## config.mk

```make
export PLATFORM = sky130hd
export DESIGN_NAME = ccw_ram
export DESIGN_NICKNAME = d
export VERILOG_FILES = /design/src/hw/rtl/ccw_ram.sv
export SDC_FILE = /design/constraint.sdc
export NUM_CORES = 1
export LEC_CHECK = 0
export ABC_AREA = 1
export ABC_CLOCK_PERIOD_IN_PS = 1200
export BUFFER_PORTS_ARGS = -buffer_cell sky130_fd_sc_hd__buf_4
export CAP_MARGIN = 20
export CORE_MARGIN = 8
export CORE_UTILIZATION = 55
export CTS_CLUSTER_SIZE = 28
export DETAILED_ROUTE_END_ITERATION = 10
export PLACE_DENSITY_LB_ADDON = 0.25
export REMOVE_ABC_BUFFERS = 1
export SLEW_MARGIN = 20
export SYNTH_ARGS = -nofsm -noshare
export SYNTH_HDL_FRONTEND = slang
export SYNTH_SLANG_ARGS = --single-unit
```

## constraint.sdc

```tcl
create_clock -name clk -period 1.2 [get_ports clk]
set_clock_uncertainty 0.2 [all_clocks]
set_input_delay 0.12 -clock clk [delete_from_list [all_inputs] [get_ports clk]]
set_output_delay 0.12 -clock clk [all_outputs]
set_load 0.005 [all_outputs]
```

## src/hw/rtl/ccw_ram.sv

```systemverilog
module ccw_ram #(
  parameter int WIDTH = 8,
  parameter int DEPTH = 16
) (
  input  logic                     clk,
  input  logic                     we,
  input  logic [$clog2(DEPTH)-1:0] waddr,
  input  logic [WIDTH-1:0]         wdata,
  input  logic [$clog2(DEPTH)-1:0] raddr_a,
  input  logic [$clog2(DEPTH)-1:0] raddr_b,
  output logic [WIDTH-1:0]         rdata_a,
  output logic [WIDTH-1:0]         rdata_b
);

  logic [WIDTH-1:0] mem [DEPTH];

  // One write port, two registered read ports (old data on collision)
  always_ff @(posedge clk) begin
    if (we) begin
      mem[waddr] <= wdata;
    end
    rdata_a <= mem[raddr_a];
    rdata_b <= mem[raddr_b];
  end

endmodule

```

==> results of run 1 <==
stage by stage:
step           setup slack [ns]  area (um^2)  TNS (ns)
2_1_floorplan            -0.113         6930     -7.80
4_1_cts                 -0.0146         8690   -0.0178
6_report               -0.00233         9020  -0.00233
5_1_grt                 -0.0400         9020    -0.303
3_3_place_gp             -0.144         7950    -12.94
3_5_place_dp             -0.184         7950    -17.94
logic make-up (layout without fill, tap and decap cells):
logic type | after synthesis | after routing
DFF | 144 | 144
buffers and inverters | 186 | 270
and+or+nand+nor | 521 | 521
where the power goes:
| part | total [mW] | internal, mW | switching [mW] |
|---|---|---|---|
| Combinational | 1.45 | 0.561 | 0.888 |
| Clock | 5.22 | 3.27 | 1.95 |
| Sequential | 5.68 | 5.62 | 0.0597 |
| Total | 12.3 | 9.45 | 2.90 |
Yosys cell counts:
cell and number:
nand2_1 277, nand3_1 225, inv_1 134, edfxtp_1 128
buf_2 26, nor2_1 17, dfxtp_1 16, buf_6 14
buf_4 4, inv_2 4, clkbuf_1 3, nand3b_1 2
buf_1 1
final cells by class:
| cell class | instances | area share [%] |
|---|---|---|
| Clock inverter | 6 | 0.902 |
| Timing Repair Buffer | 100 | 10.7 |
| Inverter | 138 | 5.83 |
| Tap cell | 176 | 2.44 |
| Sequential cell | 144 | 46.3 |
| Multi-Input combinational cell | 521 | 28.3 |
| Clock buffer | 26 | 5.54 |
layer usage:
metal | track usage, % | up-vias | routed length (um)
li1 | - | 2893 | -
met1 | 30.8 | 2901 | 8100
met2 | 41.0 | 427 | 9930
met3 | 5.48 | 87 | 1960
met4 | 15.3 | 0 | 942
met5 | 0 | - | 0
worst max-delay path by stage:
stage / end / cells after the start
after global placement: mem[8][6]$_DFFE_PP_ / 4
final: rdata_a[2] / 1
after detailed placement: mem[11][4]$_DFFE_PP_ / 4
after global routing: rdata_b[3]$_DFF_P_ / 6
after floorplan: rdata_a[6]$_DFF_P_ / 6
after CTS: rdata_a[2] / 1
flip-flops by register name (all words and copies together) (netlist names):
register / count
mem: 128
rdata_a: 8
rdata_b: 8
cell usage in the layout, fill, tap and decap left out, drive strengths merged:
cell	n
nand2	277
nand3	225
inv	136
edfxtp	128
buf	87
clkbuf	26
nor2	17
dfxtp	16
dlygate4sd3	13
clkinvlp	3
clkinv	3
nand3b	2
bufinv	2
what timing repair did:
action	4_1_cts	5_1_grt
resized for setup	11	111
hold endpoints to repair	144	0
endpoints found under the setup margin	6	23
pin swaps	0	19
hold buffers	13	0
cloned	0	0
==> impl_results.md, run 1 <==
* Total CTS buffers at 17
* Vias in the first global route at 6289
* Hold Vio Cnt, Final at 0
* R2R setup slack at 0.01 ns
* # diodes at 0
* Overall Global Routing Usage at 25.4%
* Clk root buf: clkbuf_16
* Core area at 13100 um^2
* Worst-margin pin slew at 0.281 ns
* Peak supply drop at 0.000970 V
* WHS Endpoint: rdata_a[5]$_DFF_P_
* Total Wirelength at 20.9 mm
* HP Class: in -> reg
* CP Cell Sequence: buf_6
* Post-DRT Antenna Nets at 0
* Fill cells at 947
* Worst Path Max Fanout at 1
* Fraction of layout cells with a size suffix above 1 at 24.7%
* # Post-CTS Setup Buffers at 0
* RSZ-0062 raised after global routing: true
* Final Cycle Share at 100%
* Initial antenna violation count at 0
* NumNets Final at 944
* IO buf count at 37
* PD cells at 1370 nW/um^2
* Worst Path Required at 0.88 ns
* Avg Cell Area, Syn at 8.53 um^2
* Buf/Inv on CP at 1
* Std cell rows at 42
* Post-DP HPWL at 13.9 mm
* Final setup violating endpoints at 1
* Status: complete, but fails checks
* Worst Setup Path Type: reg -> out
* Total Power at 12.3 mW
* Yosys warning count at 0
* # DRC at 0
* Seq/Total Area, Yosys at 57.4%
* WHS Path Cells at 6
* Routability cong. at 0.913
* Hold_ws at 0.0487 ns
* Rel. slew slack at 81.2%
* Ports at 38
* Yosys top cell by area: edfxtp_1
* Crit. End Element: output pin
* Pin count of the biggest net entering global routing at 41
* Hold_sp: raddr_a[2]
* Layout Cells excl Fill at 1111
* Placed cells at 1066
* CTS tree: yes
* Final core utilization at 68.9%
* Iteration-0 DRC Markers at 911
* Share of the synthesized area in the top cell type at 52.9%
* Area delta synth->final at 24.2%
* Min cycle time layout at 1.20 ns
* Global route overflow at 0
* CP Launch Type: flop
* Area fraction in compound gates after synthesis at 0%
* CTS Buffer Depth at 2
* DIE AREA at 17100 um^2
* Seq cells post-synth at 144
* Pins Over Slew Limit at 0
* Starting density of the core at 55.5%
* Arrival @ worst endpoint at 0.88 ns
* Cell family with most CP delay: flip-flops
* CTS Sinks at 144
* Sequential cell area at 4180 um^2
* Fin worst setup slack at -0.00233 ns
* Die Width at 131 um
* Multi-input gate area at 2550 um^2
* Worst setup path startpoint: rdata_a[2]$_DFF_P_
* R2R Path Start: mem[3][5]$_DFFE_PP_
* Main combinational cell family by area after synthesis: simple AND/OR/NAND/NOR gates
* Max Clk Rate at 0.832 GHz
* Via count at 6308
* First-pass GRT wire length at 32.5 mm
* CTS H-tree depth at 4
* Adder-Cell Fraction of Synth Area at 0%
* Synth Area in XOR/XNOR at 0%
* Drt first pass iters at 6
* Worst skew pair latency at 0.42 ns
* Clock edge transition at the registers on the reported setup and hold paths at 0.06 ns
* Simple-Gate Fraction of Synth Area at 30.9%
* Leak pwr at 4.05 nW
* Largest cells by area after synthesis: edfxtp_1 53%, nand3_1 16%, nand2_1 14%
* Die Y at 131 um
* Synthesized area at 7260 um^2
* Yosys cell types at 13
* Max Cap Violations at 0
* Failing checks: setup timing
* Reg2reg path depth at 6
* Routed len/inst at 18.8 um
* Slowest stage delay, CP at 0.36 ns
* CP max stage cell: dfxtp_2
* DR vias/cell at 5.68
* Cells after synthesis at 851
* R2r endpoint: rdata_a[5]$_DFF_P_
* Portion of netlist area occupied by mux cells at 0%
No activity file was read; power rests on OpenSTA's default activity.
==> run 2, diff against run 1 <==
--- a/config.mk
+++ b/config.mk
@@ -14,6 +14,7 @@
 export CTS_CLUSTER_SIZE = 28
 export DETAILED_ROUTE_END_ITERATION = 10
 export PLACE_DENSITY_LB_ADDON = 0.25
+export RECOVER_POWER = 50
 export REMOVE_ABC_BUFFERS = 1
 export SLEW_MARGIN = 20
 export SYNTH_ARGS = -nofsm -noshare
==> run 2 against run 1 <==
  * The run still ends with setup timing left
  * Cell count stayed put
  * Sequential cell count stayed put
  * Setup slack hardly changed
  * Sequential power hardly changed
  * Non-clock buffer count stayed put
  * Utilization is 0.29 points lower
  * Routed wire length hardly changed
  * Register-to-register slack hardly changed
  * Combinational power hardly changed
  * Critical path type unchanged
  * Largest cell class unchanged
  * Largest power group unchanged
  * Highest routed layer unchanged
==> impl_results.md, run 2 (synthesis results as in run 1) <==
* Reg2reg path depth at 6 (unchanged)
* CP Launch Type: flop
* Die Y at 131 um (unchanged)
* Sw frac at 23.5% (about the same)
* Worst-margin pin slew at 0.433 ns (+0.152 ns)
* Via count at 6266 (-0.67%)
* # diodes at 0 (unchanged)
* # DRC at 0 (unchanged)
* PD cells at 1370 nW/um^2 (+0.28%)
* Crit. End Element: output pin
* Area delta synth->final at 23.7%
* Worst skew pair latency at 0.42 ns (about the same)
* NumNets Final at 944 (unchanged)
* WHS Endpoint: rdata_a[6]$_DFF_P_
* WHS Path Cells at 5 (-1)
* Pre-CTS setup slack at -0.184 ns (unchanged)
* Slowest stage delay, CP at 0.36 ns (about the same)
* Post-DP HPWL at 13.9 mm (unchanged)
* IO buf count at 37 (unchanged)
* Min cycle time layout at 1.20 ns (+0.000417 ns)
* Hold_ws at 0.0425 ns (-0.00624 ns)
* RSZ-0062 raised after global routing: true
* Drt first pass iters at 8 (+2)
* Fin worst setup slack at -0.00274 ns (-0.000417 ns)
* Pin count of the biggest net entering global routing at 41 (unchanged)
* Routed len/inst at 18.8 um (about the same)
* Sequential power share at 46.1% (about the same)
* Peak supply drop at 0.000969 V (-0.15%)
* R2R setup slack at -0.003 ns (about the same)
* Largest Register: mem
* Combinational power share at 11.6% (about the same)
* Clk pwr share at 42.3% (about the same)
* Status: complete, but fails checks
* Layout Cells excl Fill at 1111 (unchanged)
* Pins Over Slew Limit at 0 (unchanged)
* Cell Int Power at 9.44 mW (-0.12%)
* CP Cell Sequence: buf_6
* Arrival @ worst endpoint at 0.88 ns (about the same)
* Worst Path Max Fanout at 1 (unchanged)
* Final Cycle Share at 100% (about the same)
* Cell family with most CP delay: flip-flops
* Core area at 13100 um^2 (unchanged)
* First-pass GRT wire length at 32.5 mm (unchanged)
* Leak pwr at 4.03 nW (-0.54%)
* Total CTS buffers at 17 (unchanged)
* Iteration-0 DRC Markers at 927 (+1.8%)
* Starting density of the core at 55.5% (unchanged)
* DIE AREA at 17100 um^2 (unchanged)
* Initial antenna violation count at 0 (unchanged)
* Vias in the first global route at 6289 (unchanged)
* CP max stage cell: dfxtp_2
* Ports at 38 (unchanged)
* Multi-input gate area at 2550 um^2 (unchanged)
* NetSw at 2.89 mW (-0.21%)
* Rel. slew slack at 71.1% (-10 points)
* Crit path depth at 1 (unchanged)
* Buf/Inv on CP at 1 (unchanged)
* Final Cell Area at 8980 um^2 (-0.42%)
* Worst Setup Path Type: reg -> out
* Overall Global Routing Usage at 25.4% (unchanged)
* Hold Vio Cnt, Final at 0 (unchanged)
* R2r endpoint: rdata_a[2]$_DFF_P_
* Biggest regs: mem: 128 flops, rdata_a: 8 flops, rdata_b: 8 flops
* DP Area at 7950 um^2 (unchanged)
* CTS tree: yes
* Max Cap Violations at 0 (unchanged)
* Worst Path Required at 0.88 ns (about the same)
* Global route overflow at 0 (unchanged)
* DR vias/cell at 5.64 (-0.67%)
* CTS H-tree depth at 4 (unchanged)
* Clk root buf: clkbuf_16
* Die Width at 131 um (unchanged)
* Commonest non-fill, non-tap cell in the layout: nand2_1
* Total Wirelength at 20.9 mm (about the same)
* Fill cells at 956 (+0.95%)
* Std cell rows at 42 (unchanged)
* HP Class: in -> reg
* CTS Buffer Depth at 2 (unchanged)
* Final setup violating endpoints at 1 (unchanged)
* Failing checks: setup timing
* Fraction of layout cells with a size suffix above 1 at 24.3% (-0.43 points)
* CTS Sinks at 144 (unchanged)
* Commonest non-fill, non-tap cells in the layout: 276 x nand2_1, 164 x nand3_1, 128 x edfxtp_1
* Clock edge transition at the registers on the reported setup and hold paths at 0.06 ns (about the same)
* Max reg flops at 128 (unchanged)
* Hold_sp: raddr_a[2]
* Placed cells at 1066 (unchanged)
* Sequential cell area at 4180 um^2 (unchanged)
* Max Clk Rate at 0.831 GHz (about the same)
* R2R Path Start: mem[1][2]$_DFFE_PP_
* Post-DRT Antenna Nets at 0 (unchanged)
* Routability cong. at 0.913 (unchanged)
run 2: cell count changes in the layout (fill, tap and decap cells not counted):
cell      previous run  this run
buf_4               67        54
clkbuf_2             0         9
clkbuf_1             5         9
run 2: layout make-up:
type	instances	share of cell area, %
clock buffer	26	5.56
clock inverter	6	0.906
inverter	138	5.85
multi-input combinational	521	28.4
sequential	144	46.5
tap	176	2.45
timing repair buffer	100	10.3
run 2: power groups by stage:
stage,Clock [mW],Combinational (mW),Sequential (mW)
after floorplan,0,0.529,5.75
after global placement,0,1.23,5.76
after detailed placement,0,1.26,5.76
after CTS,5.25,1.32,5.67
after global routing,5.45,1.54,5.69
final,5.21,1.44,5.68
run 2: worst max path at each step:
stage / startpoint / endpoint / slack (ns)
2_1_floorplan: raddr_a[0] / rdata_a[6]$_DFF_P_ / -0.11
3_3_place_gp: waddr[2] / mem[8][6]$_DFFE_PP_ / -0.14
3_5_place_dp: waddr[2] / mem[11][4]$_DFFE_PP_ / -0.18
4_1_cts: rdata_a[2]$_DFF_P_ / rdata_a[2] / -0.01
5_1_grt: mem[4][3]$_DFFE_PP_ / rdata_b[3]$_DFF_P_ / -0.04
6_report: rdata_a[2]$_DFF_P_ / rdata_a[2] / -0.003
run 2: tightest hold or removal path, cell delays in order:
cell     delay (ns)
buf_4          0.09
buf_4          0.18
nand3_1        0.11
nand3_2        0.07
nand2_1        0.05
run 2: metrics by stage:
stage | utilization, % | total power [mW] | setup TNS [ns]
2_1_floorplan | - | 6.28 | -7.80
3_3_place_gp | 60.8 | 6.99 | -12.94
3_5_place_dp | 60.8 | 7.03 | -17.94
4_1_cts | 66.4 | 12.2 | -0.0178
5_1_grt | 68.6 | 12.7 | -0.303
6_report | 68.6 | 12.3 | -0.00274
run 2: metal layers:
layer,up-vias,global-route usage [%],part of all wire (%)
met1,2895,30.8,38
met2,396,41.0,48
met3,85,5.48,9.8
met4,0,15.3,4.4
met5,-,0,0
li1,2890,-,-
run 2: repair_timing:
action	in CTS	in global routing
setup endpoints to repair	6	23
buffers inserted	0	0
endpoints found under the hold margin	144	0
gates cloned	0	0
gates resized for setup	11	111
pin swaps	0	19
hold buffers	13	0
