### config.mk
export PLATFORM = sky130hd
export DESIGN_NAME = ccw_alu
export DESIGN_NICKNAME = d
export VERILOG_FILES = /design/src/hw/rtl/ccw_pkg.sv /design/src/hw/rtl/ccw_alu.sv
export SDC_FILE = /design/constraint.sdc
export NUM_CORES = 1
export LEC_CHECK = 0
export BUFFER_PORTS_ARGS = -buffer_cell sky130_fd_sc_hd__clkbuf_2
export CORE_AREA = 2 2 139 141
export DETAILED_ROUTE_END_ITERATION = 10
export DIE_AREA = 0 0 141 143
export HOLD_SLACK_MARGIN = 0.1
export PLACE_DENSITY = 0.71
export SYNTH_ARGS = -nofsm -noshare
export SYNTH_HDL_FRONTEND = slang
export SYNTH_SLANG_ARGS = --single-unit
### constraint.sdc
create_clock -name clk -period 5.54 [get_ports clk]
set_input_delay 0.277 -clock clk [delete_from_list [all_inputs] [get_ports clk]]
set_output_delay 0.277 -clock clk [all_outputs]
set_load 0.01 [all_outputs]
### src/hw/rtl/ccw_pkg.sv
package ccw_pkg;

  // Sizing
  localparam int MAX_AMOUNT  = 1023;
  localparam int NUM_COINS   = 8;
  localparam int COIN_REGS   = 8;
  localparam int COIN_W      = 10;
  localparam int AMT_W       = 10;
  localparam int CNT_W       = 64;
  localparam int DEPTH       = MAX_AMOUNT + 1;
  localparam int ADDR_W      = $clog2(DEPTH);
  localparam int CFG_IDX_W   = 3;
  localparam int COIN_IDX_W  = 3;
  localparam int IN_TDATA_W  = 16;
  localparam int OUT_TDATA_W = 64;
  localparam int OUT_TUSER_W = 2;

  typedef logic [COIN_REGS-1:0][COIN_W-1:0] coin_arr_t;

  // Coin register reset values, coin_a in the lowest slot
  localparam coin_arr_t COIN_RESET = {
    10'd200, 10'd100, 10'd50, 10'd20, 10'd10, 10'd5, 10'd2, 10'd1
  };

  // One table entry: sticky overflow flag over the count
  typedef struct packed {
    logic             sat;
    logic [CNT_W-1:0] cnt;
  } entry_t;

  localparam int ENTRY_W = $bits(entry_t);

  typedef enum logic [2:0] {
    ST_IDLE,
    ST_CLEAR,
    ST_COIN_SEL,
    ST_SWEEP,
    ST_FIN_RD,
    ST_FIN_WAIT,
    ST_DONE
  } state_t;

  // Table port controls from the sequencer
  typedef struct packed {
    logic              we;
    logic              wr_clear;
    logic              clr_one;
    logic [ADDR_W-1:0] waddr;
    logic [ADDR_W-1:0] raddr_a;
    logic [ADDR_W-1:0] raddr_b;
  } mem_ctl_t;

  // Handshake and result controls from the sequencer
  typedef struct packed {
    logic in_ready;
    logic cap;
    logic load;
    logic zero;
  } flow_t;

endpackage

### src/hw/rtl/ccw_alu.sv
module ccw_alu (
  input  logic              clk,
  input  logic              rst,
  input  ccw_pkg::mem_ctl_t mem,
  input  ccw_pkg::entry_t   wdata,
  input  ccw_pkg::entry_t   rdata_a,
  input  ccw_pkg::entry_t   rdata_b,
  output ccw_pkg::entry_t   x_ent,
  output ccw_pkg::entry_t   upd
);

  logic            fwd_a;
  logic            fwd_b;
  ccw_pkg::entry_t fwd_data;
  ccw_pkg::entry_t y_ent;
  logic [ccw_pkg::CNT_W:0] sum;

  // A read that hits the entry written in the same cycle takes the new word
  always_ff @(posedge clk) begin
    if (rst) begin
      fwd_a <= 1'b0;
      fwd_b <= 1'b0;
    end else begin
      fwd_a <= mem.we && (mem.waddr == mem.raddr_a);
      fwd_b <= mem.we && (mem.waddr == mem.raddr_b);
    end
    fwd_data <= wdata;
  end

  assign x_ent = fwd_a ? fwd_data : rdata_a;
  assign y_ent = fwd_b ? fwd_data : rdata_b;

  // Saturating add, overflow flag sticks with the entry
  assign sum     = {1'b0, x_ent.cnt} + {1'b0, y_ent.cnt};
  assign upd.cnt = sum[ccw_pkg::CNT_W] ? '1 : sum[ccw_pkg::CNT_W-1:0];
  assign upd.sat = x_ent.sat || y_ent.sat || sum[ccw_pkg::CNT_W];

endmodule

==> impl_metrics.tcl, run 1 <==
set metrics [dict create \
    vias_per_cell 5.42 \
    critPathMaxFanout 41 \
    die_height_um 143 \
    routedWlPerCell_um 17.4 \
    fmax_mhz 198 \
    synth_top_area_share_pct 19.6 \
    holdCritPathClass "in -> reg" \
    worstPathArrival_ps 4780 \
    io_pins 360 \
    vias 8289 \
    root_buffer "clkbuf_16" \
    routed_wl_mm 26.6 \
    dr.pass1.iters 4 \
    hold_viol 0 \
    htreeDepth 3 \
    overflow 0 \
    grt_max_degree 42 \
    layout_commonest_cell "clkbuf_2" \
    synthToLayoutAreaGrowth_pct 39.9 \
    start_util_pct 39.9 \
    slew_headroom_pct 59.9 \
    crit_path_frequent_cell "a21oi_1" \
    power_switching_uw 788 \
    post-route-period-util_pct 91.3 \
    cap_violations 0 \
    syn_inst 892 \
    final_cell_mix "clkbuf_2 (357), mux2_2 (129), nand2_1 (108)" \
    slowest_delay_ps 470 \
    finalSetupViolCount 0 \
    ys_warn_count 0 \
    period_minus_slack_ps 5060 \
    hold_path_end "fwd_b" \
    critical-path-top-delay-family "compound AO/OA/AOI/OAI gates" \
    cts.sinks 67 \
    cp_cell_sequence "mux2_2 > ha_1 > fa_1 > a211oi_1 > o21bai_1 > nand3_1 > a21oi_1 > o31ai_2 > o21ai_2 > a311oi_2 > a21oi_1 > a31oi_4 > buf_4 > o21ai_0 > clkbuf_2" \
    dieWidth_um 141 \
    ys_async_sr_fraction_pct 0 \
    postRouteAntennaNets 0 \
    grt_pass1_vias 8272 \
    final_util_pct 55.8 \
    clock_power_share_pct 32.0 \
    top_usage_layer "met2" \
    num-nets-final 1584 \
    track_usage_pct 25.5 \
    cts_tree "yes" \
    drc 0 \
    use_met3_pct 5.37 \
    core_area_um2 18600 \
    outcome "completed" \
    synth_edf_count 0 \
    antenna_cells 0 \
    ys.flop_type "dfxtp_1" \
    total_leakage_power_uw 0.00495 \
    path_buf_inv 2 \
    rows 50 \
    synth_area_leaders "mux2_2 (20%), dfxtp_1 (18%), ha_1 (11%)" \
    synth_seq_cells 67 \
    synth_cell_types 62 \
    grt_pass1_wl_mm 41.2 \
    seq_power_share_pct 23.8 \
    syn_area_um2 7410 \
    tightest_slew_ps 601 \
    pwr-share-comb_pct 44.2 \
    drive_gt1_share_pct 41.4 \
    gp_congestion 0.874 \
    syn_avg_cell_area_um2 8.31 \
    grtUsageMet1_pct 30.0 \
    ys_seq_area_share_pct 18.1 \
    cts_max_path_buffers 2 \
    grt_setup_unrepaired "false" \
    slew_viol_final 0 \
    ir_drop_uv 146 \
    cts_buffers 9 \
    critPathKind "reg -> out" \
    critPathCaptureType "output port" \
    min-delay-start "rst" \
    min_delay_path_depth 4 \
    synth_top_cell_by_area "mux2_2" \
    synth_nets 1187 \
    swShare_pct 36.3 \
    grt.met2_usage_pct 46.2 \
    die_area_um2 20200 \
    p_per_area_nw_per_um2 209 \
    crit_required_ps 5260 \
    path_clk_slew_ps 60 \
    antenna_found_initial 0 \
    critPathLaunchType "register" \
    place.port_buffers 357 \
    post-dp-hpwl_mm 21.3 \
    drt-initial-drc-count 404 \
    internal_power_uw 1380 \
    fin_tns_setup_ps 0 \
    slowest_stage "o31ai_2" \
    fillers 1731 \
]
-- Yosys cell counts, drive strengths merged, types with 4 or more instances --
cell type	instances
or2	4
clkbuf	27
and3	6
ha	64
xnor2	50
nand3	17
nor2b	7
mux2	129
a31oi	6
inv	15
nor4	4
o21a	7
nor3	12
a21oi	75
o21ai	55
nand4	22
o21bai	20
xor2	22
a21boi	7
nand2b	8
nor2	44
o31ai	8
a211oi	8
a21o	38
or3	4
nand2	108
and4	4
dfxtp	67
buf	17
and2	7
-- kinds of logic after synthesis --
kind of cell | after synthesis | synth area share, %
adders and majority gates | 65 | 11.1
AOI/OAI and AO/OA | 246 | 22.7
DFF | 67 | 18.1
buffers and inverters | 59 | 3.68
xor gates and xnor gates | 72 | 8.50
and+or+nand+nor | 254 | 16.3
muxes | 129 | 19.6
-- repair_timing --
action	in CTS	in global routing
hold endpoints to repair	65	0
buffers inserted	0	0
setup endpoints to repair	0	2
resized for setup	0	1
hold buffers	65	0
-- worst max path at each step --
stage,slack (ps),to,cells after the start,from
2_1_floorplan,1200,upd[10],17,fwd_a
5_1_grt,70,upd[3],15,fwd_a
4_1_cts,300,upd[3],15,fwd_b
3_3_place_gp,690,upd[3],15,fwd_b
6_report,480,upd[3],15,fwd_a
3_5_place_dp,680,upd[3],15,fwd_b
-- sequential cells by signal, summed over array words and instances, names as in the netlist --
signal	count
fwd_a	1
fwd_b	1
fwd_data	65
-- through the flow --
step / std cells / worst slack (ps) / total power [uW] / cell area, um^2 / hold slack [ps]
2_1_floorplan: 892 / 1200 / 1110 / 7410 / 305
3_3_place_gp: 1447 / 692 / 1430 / 9370 / 380
3_5_place_dp: 1447 / 677 / 1440 / 9370 / 381
4_1_cts: 1528 / 304 / 2180 / 10400 / 168
5_1_grt: 1528 / 74.8 / 2290 / 10400 / 206
6_report: 1528 / 483 / 2170 / 10400 / 173
-- tightest hold or removal path, stage by stage --
cell and delay, ps:
clkbuf_2 70, nor2b_1 40, nand4_1 60, nor3_1 40
-- power by group through the flow --
stage | clock network (uW) | registers, uW | logic, uW
2_1_floorplan | 0 | 525 | 590
3_3_place_gp | 0 | 526 | 904
3_5_place_dp | 0 | 528 | 911
4_1_cts | 706 | 517 | 954
5_1_grt | 723 | 520 | 1050
6_report | 695 | 518 | 959
-- area by class of cell --
type,count,area (um^2),share of cell area [%]
Clock buffer,11,243,2.34
Inverter,15,56.3,0.543
Sequential cell,67,1350,13.0
Multi-Input combinational cell,766,5820,56.1
Timing Repair Buffer,430,2510,24.2
Clock inverter,5,100,0.965
Tap cell,234,293,2.82
-- per-layer routing --
| metal | wire (um) | share of wire (%) |
|---|---|---|
| met1 | 11000 | 41 |
| met2 | 13100 | 49 |
| met3 | 1810 | 6.8 |
| met4 | 710 | 2.7 |
| met5 | 0 | 0 |
Power figures use the tool's default switching activity.
==> inputs of run 2 (changes only) <==
- BUFFER_PORTS_ARGS: -buffer_cell sky130_fd_sc_hd__clkbuf_2 -> default
- CORE_AREA: 2 2 139 141 -> 2 2 138 140
- DIE_AREA: 0 0 141 143 -> 0 0 140 142
- DONT_BUFFER_PORTS: default -> 1
- PLACE_DENSITY: 0.71 -> 0.56
- RECOVER_POWER: default -> 25
==> impl_metrics.tcl, run 2 (same netlist as run 1, synthesis figures left out) <==
set metrics [dict create \
    outcome "finished, violations left" \
    violations "DRC" \
    tightest_slew_ps 869 \
    num-nets-final 1234 \
    grt_max_degree 53 \
    hold_viol 0 \
    overflow 0 \
    fin_tns_setup_ps 0 \
    critPathKind "reg -> out" \
    grt_setup_unrepaired "false" \
    grt_pass1_wl_mm 36.4 \
    place.port_buffers 0 \
    period_minus_slack_ps 5220 \
    track_usage_pct 23.2 \
    core_area_um2 18500 \
    drt-initial-drc-count 385 \
    critPathCaptureType "output port" \
    holdCritPathClass "in -> reg" \
    path_clk_slew_ps 60 \
    worstPathArrival_ps 4940 \
    htreeDepth 3 \
    cp_cell_sequence "mux2_2 > ha_1 > fa_1 > a211oi_1 > o21bai_1 > nand3_1 > a21oi_1 > o31ai_2 > buf_4 > o21ai_2 > a311oi_2 > a21oi_1 > a31oi_4 > o21ai_0 > buf_4" \
    fillers 1808 \
    seq_power_share_pct 26.5 \
    reg_top3 "fwd_data: 65 flops, fwd_a: 1 flops, fwd_b: 1 flops" \
    post-route-period-util_pct 94.3 \
    antenna_cells 0 \
    antenna_found_initial 0 \
    root_buffer "clkbuf_16" \
    dr.pass1.iters 9 \
    slew_viol_final 0 \
    routedWlPerCell_um 20.9 \
    p_per_area_nw_per_um2 226 \
    cts_buffers 9 \
    start_util_pct 40.2 \
    finalPower_uw 1950 \
    largest_reg_flops 65 \
    path_buf_inv 2 \
    routed_wl_mm 24.6 \
    vias_per_cell 5.87 \
    cts_resized 0 \
    finalSetupViolCount 0 \
    pwr-share-comb_pct 40.6 \
    cap_violations 0 \
    cts.sinks 67 \
    slowest_stage "a31oi_4" \
    io_pins 360 \
    crit_required_ps 5260 \
    min_delay_path_depth 3 \
    critPathMaxFanout 13 \
    drive_gt1_share_pct 19.7 \
    rows 50 \
    clock_power_share_pct 32.9 \
    hold_path_end "fwd_b" \
    cts_tree "yes" \
    post-dp-hpwl_mm 19.5 \
    die_height_um 142 \
    gp_congestion 0.856 \
    swShare_pct 37.7 \
    fmax_mhz 191 \
    layout_commonest_cell "mux2_2" \
    regMostFlops "fwd_data" \
    postRouteAntennaNets 0 \
    final_cell_mix "mux2_2 (129), nand2_1 (108), a21oi_1 (74)" \
    synthToLayoutAreaGrowth_pct 16.6 \
    critical-path-top-delay-family "compound AO/OA/AOI/OAI gates" \
    power_switching_uw 737 \
    cts_setup_buffers 0 \
    cts_max_path_buffers 2 \
    internal_power_uw 1220 \
    grt_pass1_vias 6785 \
    vias 6915 \
    slew_headroom_pct 41.9 \
    dieWidth_um 140 \
    critPathLaunchType "register" \
    slowest_delay_ps 580 \
    min-delay-start "rst" \
    drc 24 \
    total_leakage_power_uw 0.00351 \
    ir_drop_uv 134 \
    die_area_um2 19900 \
]
run 2: changes by cell type in the layout (fill, tap and decap cells not counted):
cell and change:
a31oi_2 +1, buf_12 +2, buf_4 +5, buf_6 -1, bufinv_16 -2, clkbuf_16 +1, clkbuf_2 -357, clkbuf_8 +1
clkinv_2 -1, inv_4 +1
run 2: final cells by class:
class / instances / area, um^2 / share of cell area, %
Tap cell: 234 / 293 / 3.39
Clock buffer: 13 / 282 / 3.26
Inverter: 15 / 56.3 / 0.652
Clock inverter: 3 / 41.3 / 0.478
Sequential cell: 67 / 1350 / 15.6
Multi-Input combinational cell: 767 / 5830 / 67.4
Timing Repair Buffer: 79 / 793 / 9.18
run 2: how the worst max path moves through the flow:
stage	startpoint	end	slack (ps)	cells past startpoint
after detailed placement	fwd_a	upd[57]	570	15
after CTS	fwd_a	upd[57]	180	15
after global placement	fwd_a	upd[57]	580	15
after floorplan	fwd_a	upd[10]	1200	17
final	fwd_a	upd[57]	320	15
after global routing	fwd_a	upd[4]	80	15
run 2: repair_timing:
action | CTS | global route
hold buffers | 65 | 0
endpoints found under the hold margin | 65 | 0
setup endpoints to repair | 0 | 4
run 2: power groups by stage:
| stage | sequential, uW | combinational, uW | clock, uW |
|---|---|---|---|
| after floorplan | 525 | 590 | 0 |
| after global placement | 527 | 747 | 0 |
| after detailed placement | 528 | 747 | 0 |
| after CTS | 517 | 787 | 661 |
| after global routing | 520 | 867 | 671 |
| final | 518 | 794 | 643 |
run 2: per-layer routing:
layer	track usage [%]	wire length, um	up-vias
met5	0	0	-
met2	42.6	12300	292
met4	5.64	289	0
met3	5.22	1660	23
met1	27.6	10300	3234
li1	-	-	3366
run 2: metrics by stage:
stage | area (um^2) | std cells | worst slack, ps | hold slack (ps) | utilization, %
floorplan | 7410 | 892 | 1200 | 305 | -
global placement | 7660 | 1096 | 584 | 305 | 41.5
detailed placement | 7660 | 1096 | 574 | 305 | 41.5
CTS | 8630 | 1177 | 177 | 135 | 46.8
global route | 8640 | 1178 | 76.1 | 192 | 46.8
finish | 8640 | 1178 | 318 | 157 | 46.8
