**config.mk**
```make
export PLATFORM = sky130hd
export DESIGN_NAME = ccw_ctrl
export DESIGN_NICKNAME = d
export VERILOG_FILES = /design/src/hw/rtl/ccw_pkg.sv /design/src/hw/rtl/ccw_ctrl.sv
export SDC_FILE = /design/constraint.sdc
export NUM_CORES = 1
export LEC_CHECK = 0
export BUFFER_PORTS_ARGS = -buffer_cell sky130_fd_sc_hd__buf_2
export CORE_ASPECT_RATIO = 0.8
export CORE_MARGIN = 1
export CORE_UTILIZATION = 45
export DETAILED_ROUTE_END_ITERATION = 10
export MAX_ROUTING_LAYER = met4
export PLACE_DENSITY_LB_ADDON = 0.15
export SYNTH_ARGS = -nofsm -noshare
export SYNTH_HDL_FRONTEND = slang
export SYNTH_SLANG_ARGS = --single-unit
```
**constraint.sdc**
```tcl
create_clock -name clk -period 3.4 [get_ports clk]
set_clock_uncertainty 0.1 [all_clocks]
set_input_delay 0.68 -clock clk [delete_from_list [all_inputs] [get_ports clk]]
set_output_delay 0.68 -clock clk [all_outputs]
set_load 0.01 [all_outputs]
```
**src/hw/rtl/ccw_pkg.sv**
```systemverilog
package ccw_pkg;

  // Sizing
  localparam int MAX_AMOUNT  = 1023;
  localparam int NUM_COINS   = 8;
  localparam int COIN_REGS   = 8;
  localparam int COIN_W      = 10;
  localparam int AMT_W       = 10;
  localparam int CNT_W       = 64;
  localparam int DEPTH       = MAX_AMOUNT + 1;
  localparam int ADDR_W      = $clog2(DEPTH);
  localparam int CFG_IDX_W   = 3;
  localparam int COIN_IDX_W  = 3;
  localparam int IN_TDATA_W  = 16;
  localparam int OUT_TDATA_W = 64;
  localparam int OUT_TUSER_W = 2;

  typedef logic [COIN_REGS-1:0][COIN_W-1:0] coin_arr_t;

  // Coin register reset values, coin_a in the lowest slot
  localparam coin_arr_t COIN_RESET = {
    10'd200, 10'd100, 10'd50, 10'd20, 10'd10, 10'd5, 10'd2, 10'd1
  };

  // One table entry: sticky overflow flag over the count
  typedef struct packed {
    logic             sat;
    logic [CNT_W-1:0] cnt;
  } entry_t;

  localparam int ENTRY_W = $bits(entry_t);

  typedef enum logic [2:0] {
    ST_IDLE,
    ST_CLEAR,
    ST_COIN_SEL,
    ST_SWEEP,
    ST_FIN_RD,
    ST_FIN_WAIT,
    ST_DONE
  } state_t;

  // Table port controls from the sequencer
  typedef struct packed {
    logic              we;
    logic              wr_clear;
    logic              clr_one;
    logic [ADDR_W-1:0] waddr;
    logic [ADDR_W-1:0] raddr_a;
    logic [ADDR_W-1:0] raddr_b;
  } mem_ctl_t;

  // Handshake and result controls from the sequencer
  typedef struct packed {
    logic in_ready;
    logic cap;
    logic load;
    logic zero;
  } flow_t;

endpackage

```
**src/hw/rtl/ccw_ctrl.sv**
```systemverilog
module ccw_ctrl (
  input  logic                     clk,
  input  logic                     rst,
  input  logic                     in_valid,
  input  logic [ccw_pkg::AMT_W-1:0] in_target,
  input  ccw_pkg::coin_arr_t       coins,
  input  logic                     out_free,
  output ccw_pkg::mem_ctl_t        mem,
  output ccw_pkg::flow_t           flow
);

  ccw_pkg::state_t state, state_next;

  logic [ccw_pkg::ADDR_W-1:0]     target;
  logic [ccw_pkg::ADDR_W-1:0]     addr_a;
  logic [ccw_pkg::ADDR_W-1:0]     addr_b;
  logic [ccw_pkg::ADDR_W-1:0]     s2_addr;
  logic                           s2_valid;
  logic [ccw_pkg::COIN_IDX_W-1:0] coin_idx;
  logic                           zero;

  logic [ccw_pkg::ADDR_W-1:0] tgt_in;
  logic [ccw_pkg::COIN_W-1:0] coin_cur;
  logic                       coin_ok;
  logic                       last_coin;
  logic                       at_end;

  // Clamp the request to the table size
  always_comb begin
    if (32'(in_target) > ccw_pkg::MAX_AMOUNT) begin
      tgt_in = ccw_pkg::ADDR_W'(ccw_pkg::MAX_AMOUNT);
    end else begin
      tgt_in = ccw_pkg::ADDR_W'(in_target);
    end
  end

  assign coin_cur  = coins[coin_idx];
  assign coin_ok   = (coin_cur != '0) && (32'(coin_cur) <= 32'(target));
  assign last_coin = (coin_idx == ccw_pkg::COIN_IDX_W'(ccw_pkg::NUM_COINS - 1));
  assign at_end    = (addr_a == target);

  // Next state
  always_comb begin
    state_next = state;
    unique case (state)
      ccw_pkg::ST_IDLE: begin
        if (in_valid) begin
          state_next = (tgt_in == '0) ? ccw_pkg::ST_DONE : ccw_pkg::ST_CLEAR;
        end
      end
      ccw_pkg::ST_CLEAR: begin
        if (at_end) state_next = ccw_pkg::ST_COIN_SEL;
      end
      ccw_pkg::ST_COIN_SEL: begin
        if (coin_ok) state_next = ccw_pkg::ST_SWEEP;
        else if (last_coin) state_next = ccw_pkg::ST_FIN_RD;
      end
      ccw_pkg::ST_SWEEP: begin
        if (at_end) begin
          state_next = last_coin ? ccw_pkg::ST_FIN_RD : ccw_pkg::ST_COIN_SEL;
        end
      end
      ccw_pkg::ST_FIN_RD:   state_next = ccw_pkg::ST_FIN_WAIT;
      ccw_pkg::ST_FIN_WAIT: state_next = ccw_pkg::ST_DONE;
      ccw_pkg::ST_DONE: begin
        if (out_free) state_next = ccw_pkg::ST_IDLE;
      end
      default: state_next = ccw_pkg::ST_IDLE;
    endcase
  end

  // Outputs
  always_comb begin
    flow.in_ready = (state == ccw_pkg::ST_IDLE);
    flow.cap      = (state == ccw_pkg::ST_FIN_WAIT);
    flow.load     = (state == ccw_pkg::ST_DONE) && out_free;
    flow.zero     = zero;

    mem.wr_clear  = (state == ccw_pkg::ST_CLEAR);
    mem.we        = mem.wr_clear || s2_valid;
    mem.clr_one   = (addr_a == '0);
    mem.waddr     = mem.wr_clear ? addr_a : s2_addr;
    mem.raddr_a   = (state == ccw_pkg::ST_FIN_RD) ? target : addr_a;
    mem.raddr_b   = addr_b;
  end

  // Control registers
  always_ff @(posedge clk) begin
    if (rst) begin
      state    <= ccw_pkg::ST_IDLE;
      s2_valid <= 1'b0;
    end else begin
      state    <= state_next;
      s2_valid <= (state == ccw_pkg::ST_SWEEP);
    end
  end

  // Sweep pointers and request registers
  always_ff @(posedge clk) begin
    s2_addr <= addr_a;
    case (state)
      ccw_pkg::ST_IDLE: begin
        if (in_valid) begin
          target <= tgt_in;
          zero   <= (tgt_in == '0);
          addr_a <= '0;
        end
      end
      ccw_pkg::ST_CLEAR: begin
        addr_a <= addr_a + 1'b1;
        if (at_end) coin_idx <= '0;
      end
      ccw_pkg::ST_COIN_SEL: begin
        if (coin_ok) begin
          addr_a <= ccw_pkg::ADDR_W'(coin_cur);
          addr_b <= '0;
        end else if (!last_coin) begin
          coin_idx <= coin_idx + 1'b1;
        end
      end
      ccw_pkg::ST_SWEEP: begin
        addr_a <= addr_a + 1'b1;
        addr_b <= addr_b + 1'b1;
        if (at_end && !last_coin) coin_idx <= coin_idx + 1'b1;
      end
      default: ;
    endcase
  end

endmodule

```
==> results.md, run 1 <==
- Status: finished, violations left
- Violated checks: negative setup slack
- Placer Congestion: 0.844
- Vias in the first global route: 3,156
- Final ANT Viol Nets: 0
- Final #Nets: 579
- Internal power: 2100 uW
- Largest family of logic cells by synthesized area: multiplexers
- Reg-to-reg endpoint: addr_b[9]$_SDFFCE_PN0P_
- Crit Path Category: reg2reg
- Setup TNS: -1280 ps
- Maximum Capacitance Violations: 0
- Remaining Overflow, GRT: 0
- Final setup margin: -72.6 ps
- Worst hold slack: 420 ps
- EDFF count, synth: 34
- Pwr dens: 739 nW/um^2
- Slew headroom: 0.377
- Global Route Usage Sum: 0.262
- Post-synthesis xor/xnor area fraction: 0.0675
- # diodes: 0
- WL final: 9970 um
- Synth Warn #: 0
- 1st-pass router iterations: 4
- FF-to-FF path depth: 15
- Mapped Cells: 313
- Most used cell, CP: buf_6
- Max Buffers Root-to-Sink: 2
- HPWL Detailed: 7320 um
- Final setup viols: 23
- CP Capture Type: flip-flop
- Tmin final: 3470 ps
- Critical Path Sink: addr_b[9]$_SDFFCE_PN0P_
- Area leader, netlist: edfxtp_1
- Delay-heaviest family, CP: compound AO/OA/AOI/OAI gates
- Multiplexer share of the synthesized area: 0.215
- Buffers and inverters on the worst path: 5
- Number of DRC markers in iteration 0: 190
- Layout cells sized above 1: 0.524
- Initial core utilization: 0.478
- Synth cell types: 42
- Antenna violations before repair: 0
- Die height: 79.4 um
- Slowest CP cell: mux4_2
- DR vias/cell: 5.61
- Fmax: 288 MHz
- Post-Syn Nets: 422
- Sw Ratio: 0.400
- Reg power frac: 0.333
- Clock root cell: clkbuf_8
- Hold path cells: 0
- Period utilization: 1.02
- CTS Buf Count: 5
- Count of final hold-check violations: 0
- # rows: 27
- Avg Inst Size Synth: 10.8 um^2
- DRC: 0
- Max stage delay on crit path: 500 ps
- R2R Setup Slk: -70 ps
- Simple-gate share of the synthesized area: 0.129
- Main synth FF type: edfxtp_1
- Clock power share: 0.117
- Die area: 7850 um^2
- Top-area cell type share of the netlist area: 0.303
- Worst-Skew Late Latency: 310 ps
- Post-Syn Area: 3370 um^2
- P_sw: 1400 uW
- Leak pwr: 0.00207 uW
- Worst VDD drop: 0.379 mV
- FF+latch count, synth: 48
- Crit path launch: coin_idx[0]$_SDFFCE_PN0P_
- H-tree depth: 2
- Req. time, crit path: 3340 ps
- Count leader, synth: edfxtp_1
- Die width: 98.8 um
- IO Pins: 131
- First-pass GRT wire length: 15,400 um
- Placement Setup Slack: -418 ps
- Worst path cell trace: buf_6 > mux4_2 > mux2i_1 > inv_1 > ha_4 > a211oi_1 > nor2_1 > a2111oi_2 > a31oi_1 > a31oi_2 > buf_4 > nand2_1 > nand2_2 > buf_6 > buf_12
- WL/cell: 17.9 um
- Async SR Flop Fraction: 0
- Largest net degree at the start of global routing: 26
- Post-CTS Hold Buffers: 0
- Post-synth top cells: edfxtp_1, nor2_1, inv_1
- Sequential area share after synthesis: 0.386
- Post-synthesis compound-gate area fraction: 0.0861
- FF-to-FF Start: coin_idx[0]$_SDFFCE_PN0P_
- Pwr Total: 3510 uW
- Levels on crit path: 15
- Reg clk slew, reported paths: 90 ps
- CTS tree: yes
- Final Max Slew Viols: 0
- CORE AREA: 7060 um^2
- Crit path launch type: flip-flop
- Vias: 3,128
- Area Growth Syn to Fin: 40.7%
- Top cells by area, synth: edfxtp_1, dfxtp_1, mux4_2
- Min-Delay Path Class: reg2reg
- Adder-cell share of the synthesized area: 0.0556
- RSZ-0062 raised after global routing: yes
- Num Clock Sinks: 48
- Worst-Margin Slew: 932 ps
- Finished Layout Cells: 558
- Data arrival, critical path: 3410 ps
- PortBufs: 130
- Placed cell count: 537
- Worst-path fanout max: 8
- Gate power share: 0.550
## area by class of cell
type	instances	area, um^2
timing repair buffer	170	1040
inverter	26	97.6
clock buffer	5	68.8
fill	559	2320
tap	87	109
multi-input combinational	219	2080
sequential	48	1300
clock inverter	3	42.5
## flip-flops by register name, summed over array words and instances (netlist names)
register / count
s2_addr: 10
target: 10
zero: 1
state: 3
addr_b: 10
s2_valid: 1
coin_idx: 3
addr_a: 10
## how the worst min path moves through the flow
stage	startpoint	end	slack (ps)
2_1_floorplan	addr_a[2]$_DFFE_PP_	s2_addr[2]$_DFF_P_	250
3_3_place_gp	addr_a[1]$_DFFE_PP_	s2_addr[1]$_DFF_P_	390
3_5_place_dp	addr_a[1]$_DFFE_PP_	s2_addr[1]$_DFF_P_	400
4_1_cts	addr_a[1]$_DFFE_PP_	s2_addr[1]$_DFF_P_	420
5_1_grt	addr_a[9]$_DFFE_PP_	s2_addr[9]$_DFF_P_	450
6_report	addr_a[1]$_DFFE_PP_	s2_addr[1]$_DFF_P_	420
## metrics by stage
stage | utilization | instance area, um^2
global route | 0.672 | 4740
CTS | 0.653 | 4610
global placement | 0.609 | 4300
detailed placement | 0.609 | 4300
floorplan | - | 3390
finish | 0.672 | 4740
## cell families after synthesis
group / Yosys count
XOR/XNOR: 26
adder cells (fa/ha/maj): 15
AND/OR/NAND/NOR: 86
buffers and inverters: 46
AO/OA/AOI/OAI: 44
multiplexers: 48
flip-flops: 48
## cell usage in the layout (no fill, tap or decap), drive strengths merged, types with 3 or more instances in the layout
cell,synthesis,final
nor2,28,28
a221oi,3,3
dfxtp,14,14
edfxtp,34,34
clkbuf,13,5
o21ai,10,10
mux4,16,16
mux2i,11,11
a211oi,3,3
buf,7,170
xor2,11,11
a21oi,6,6
nand3,13,13
nor3,3,3
nor4,8,8
a22oi,8,8
inv,26,26
mux2,21,21
xnor2,15,15
ha,15,15
and3,6,6
nand2,13,13
o22ai,7,7
a31oi,3,3
nand4,5,5
## power groups by stage
stage               clock network, uW  registers, uW  logic (uW)
floorplan                           0           1040        1080
global placement                    0           1170        1570
detailed placement                  0           1170        1600
CTS                               414           1160        1750
global route                      440           1210        2090
finish                            412           1170        1930
## what timing repair did
| action | CTS | global route |
|---|---|---|
| pin swaps | 3 | 11 |
| buffers inserted | 6 | 6 |
| gates cloned | 2 | 0 |
| setup endpoints to repair | 26 | 26 |
| resized for setup | 21 | 26 |
## worst register-to-register path: stages, from the launching register on
cell and delay (ps):
edfxtp_1 380, buf_6 170, mux4_2 500, mux2i_1 190, inv_1 130, ha_4 240, a211oi_1 270, nor2_1 120
a2111oi_2 230, a31oi_1 90, a31oi_2 240, buf_4 160, nand2_1 60, nand2_2 130, buf_6 130, buf_12 100
## metal layers
| layer | share of wire | global-route usage | vias to the layer above |
|---|---|---|---|
| li1 | - | - | 1478 |
| met1 | 0.44 | 0.340 | 1538 |
| met2 | 0.49 | 0.432 | 100 |
| met3 | 0.055 | 0.0412 | 12 |
| met4 | 0.0096 | 0.0701 | 0 |
| met5 | 0 | - | - |
No activity file was read; power rests on OpenSTA's default activity.
==> run 2: changes to the inputs <==
ABC_AREA = 1   (was default)
CORE_UTILIZATION = 46   (was 45)
==> run 2 against run 1 <==
Against the previous run:
- the flow now finishes without violations
- hold slack lost 25 ps
- combinational power grew 22%
- register-to-register slack better by 320 ps
- routed wire length rose by 0.56%
- power grew 13%
- die area up 7.8%
- global-route usage fell by 1.6 points
- area after synthesis is 10% higher
- utilization is 7.5 points lower
- fmax increased by 10%
- critical endpoint is now addr_a[1]$_DFFE_PP_
==> results.md, run 2 <==
- Status: finished clean
- Count of final hold-check violations: 0 (unchanged)
- WL/cell: 12.7 um (-29%)
- Final #Nets: 790 (+36%)
- Max stage delay on crit path: 560 ps (+60 ps)
- Area Growth Syn to Fin: 21.9%
- Maximum Capacitance Violations: 0 (unchanged)
- CP Capture Type: flip-flop
- Async SR Flop Fraction: 0 (unchanged)
- Main synth FF type: edfxtp_1
- Crit path launch: coin_idx[1]$_SDFFCE_PN0P_
- EDFF count, synth: 34 (unchanged)
- Layout cells sized above 1: 0.235 (-0.290)
- Reg clk slew, reported paths: 100 ps (about the same)
- # diodes: 0 (unchanged)
- Sequential area share after synthesis: 0.350 (-0.0362)
- Period utilization: 0.928 (-0.0934)
- Data arrival, critical path: 3070 ps (-340 ps)
- Post-route cell area: 4540 um^2 (-4.4%)
- Worst VDD drop: 0.430 mV (+14%)
- Tmin final: 3160 ps (-318 ps)
- Number of DRC markers in iteration 0: 185 (-2.6%)
- Final ANT Viol Nets: 0 (unchanged)
- FF+latch count, synth: 48 (unchanged)
- DR vias/cell: 5.06 (-9.7%)
- Placement Setup Slack: 276 ps (+694 ps)
- CTS tree: yes
- Vias in the first global route: 3,468 (+9.9%)
- Vias: 3,984 (+27%)
- Worst path cell trace: buf_4 > nand3_1 > nand2_1 > o21ai_2 > inv_1 > ha_1 > nand2_1 > nor2_1 > nand4_1 > o21ai_0 > nand3_2 > a31oi_1 > buf_4
- Num Clock Sinks: 48 (unchanged)
- WL met3: 858 um (+56%)
- Hold path cells: 0 (unchanged)
- Post-Syn Area: 3720 um^2 (+10%)
- Count leader, synth: nand2_1
- Top-area cell type share of the netlist area: 0.274 (-0.0284)
- Reg-to-reg endpoint: addr_a[1]$_DFFE_PP_
- DR top layer: met4
- Fmax: 317 MHz (+10%)
- Req. time, crit path: 3320 ps (-20 ps)
- Area leader, netlist: edfxtp_1
- # rows: 28 (+3.7%)
- HPWL Detailed: 7860 um (+7.4%)
- CORE AREA: 7600 um^2 (+7.7%)
- 1st-pass router iterations: 5 (+1)
- Top cells by area, synth: edfxtp_1, nand2_1, inv_1
- Global Route Usage Sum: 0.247 (-0.0157)
- Worst-path fanout max: 15 (+7)
- Seq. cell area: 1300 um^2 (unchanged)
- Antenna violations before repair: 0 (unchanged)
- Multi-input logic area: 1910 um^2 (-8.1%)
- Crit Path Category: reg2reg
- Final setup viols: 0 (-100%)
- Die width: 103 um (+3.8%)
- R2R Setup Slk: 240 ps (+320 ps)
- Largest net degree at the start of global routing: 43 (+65%)
- Synth Warn #: 0 (unchanged)
- First-pass GRT wire length: 15,700 um (+1.5%)
- H-tree depth: 2 (unchanged)
- Leak pwr: 0.00245 uW (+18%)
- Setup TNS: 0 ps (+1280 ps)
- Synth cell types: 36 (-14%)
- Die height: 82.5 um (+3.8%)
- Routed met2 length: 4450 um (-9.8%)
- Placer Congestion: 0.944 (+12%)
- Final Max Slew Viols: 0 (unchanged)
- WL final: 10,000 um (+0.56%)
- Post-synth top cells: nand2_1, inv_1, nor2_1
- Min-Delay Path Class: reg2reg
- Metal-1 WL: 4640 um (+5.6%)
- Crit path launch type: flip-flop
- Remaining Overflow, GRT: 0 (unchanged)
- Die area: 8460 um^2 (+7.8%)
- Pwr Total: 3950 uW (+13%)
- Clock root cell: clkbuf_8
- Area after DPL: 4410 um^2 (+2.7%)
- Mapped Cells: 558 (+78%)
- Pwr dens: 870 nW/um^2 (+18%)
- Avg Inst Size Synth: 6.67 um^2 (-38%)
- DRC: 0 (unchanged)
- Hold_sp: addr_a[3]$_DFFE_PP_
- Slew headroom: 0.363 (-0.0142)
- Worst-Margin Slew: 953 ps (+21.2 ps)
- Worst-Skew Late Latency: 310 ps (about the same)
- Slowest CP cell: edfxtp_1
- Post-Syn Nets: 667 (+58%)
- Filler cells: 780 (+40%)
- FF-to-FF Start: coin_idx[1]$_SDFFCE_PN0P_
- Initial core utilization: 0.490 (+0.0119)
- FF-to-FF path depth: 13 (-2)
- PortBufs: 130 (unchanged)
- Most common cell after layout, fill and taps aside: nand2_1
- IO Pins: 131 (unchanged)
- Final setup margin: 245 ps (+318 ps)
- CTS Buf Count: 5 (unchanged)
- Min-Delay Endpoint: s2_addr[3]$_DFF_P_
- Final Util: 0.597 (-0.0750)
- Max Buffers Root-to-Sink: 2 (unchanged)
- Most frequent cells in the layout: nand2_1, buf_2, inv_1
run 2: cells by family (layout without fill, tap and decap cells):
group	Yosys count	count (layout)	share of synthesized area
and+or+nand+nor	303	303	0.344
buffers and inverters	118	242	0.139
adders and majority gates	15	15	0.0504
xor gates and xnor gates	9	9	0.0212
DFF	48	48	0.350
AOI/OAI and AO/OA	65	65	0.0958
run 2: timing repair:
item | CTS | global route
gates resized for setup | 0 | 4
setup buffers | 0 | 0
setup endpoints to repair | 0 | 20
hold buffers | 0 | 0
run 2: power breakdown:
| part | switching (uW) | internal, uW | leakage (uW) |
|---|---|---|---|
| logic | 1520 | 833 | 0.00195 |
| registers | 231 | 929 | 0.000446 |
| clock network | 209 | 222 | 0.0000548 |
run 2: cell type report:
type                            count  area share
Multi-Input combinational cell    392       0.421
Sequential cell                    48       0.287
Timing Repair Buffer              134       0.153
Inverter                          100      0.0849
Tap cell                          105      0.0289
Clock buffer                        5      0.0152
Clock inverter                      3      0.0102
run 2: through the flow:
stage	cells	hold WS [ps]
4_1_cts	787	386
2_1_floorplan	558	246
3_3_place_gp	779	369
3_5_place_dp	779	364
5_1_grt	787	413
6_report	787	395
run 2: worst max path at each step:
stage	end	slack, ps	cells after the start
detailed placement	addr_b[9]$_SDFFCE_PN0P_	280	17
floorplan	addr_a[0]$_DFFE_PP_	370	13
finish	addr_a[1]$_DFFE_PP_	240	13
global route	addr_a[6]$_DFFE_PP_	-20	18
global placement	addr_b[8]$_SDFFCE_PN0P_	340	16
CTS	addr_b[5]$_SDFFCE_PN0P_	270	16
run 2: worst max-delay path: cells and delay by family, from the launching register on:
kind,cells,cell delay (ps)
adder cells (fa/ha/maj),1,270
flip-flops,1,560
AND/OR/NAND/NOR,6,680
buffers and inverters,3,580
AO/OA/AOI/OAI,3,670
run 2: per-layer routing:
layer,vias to the layer above,global-route usage
li1,2010,-
met1,1781,0.331
met2,181,0.395
met3,12,0.0404
met4,0,0.0500
met5,-,-
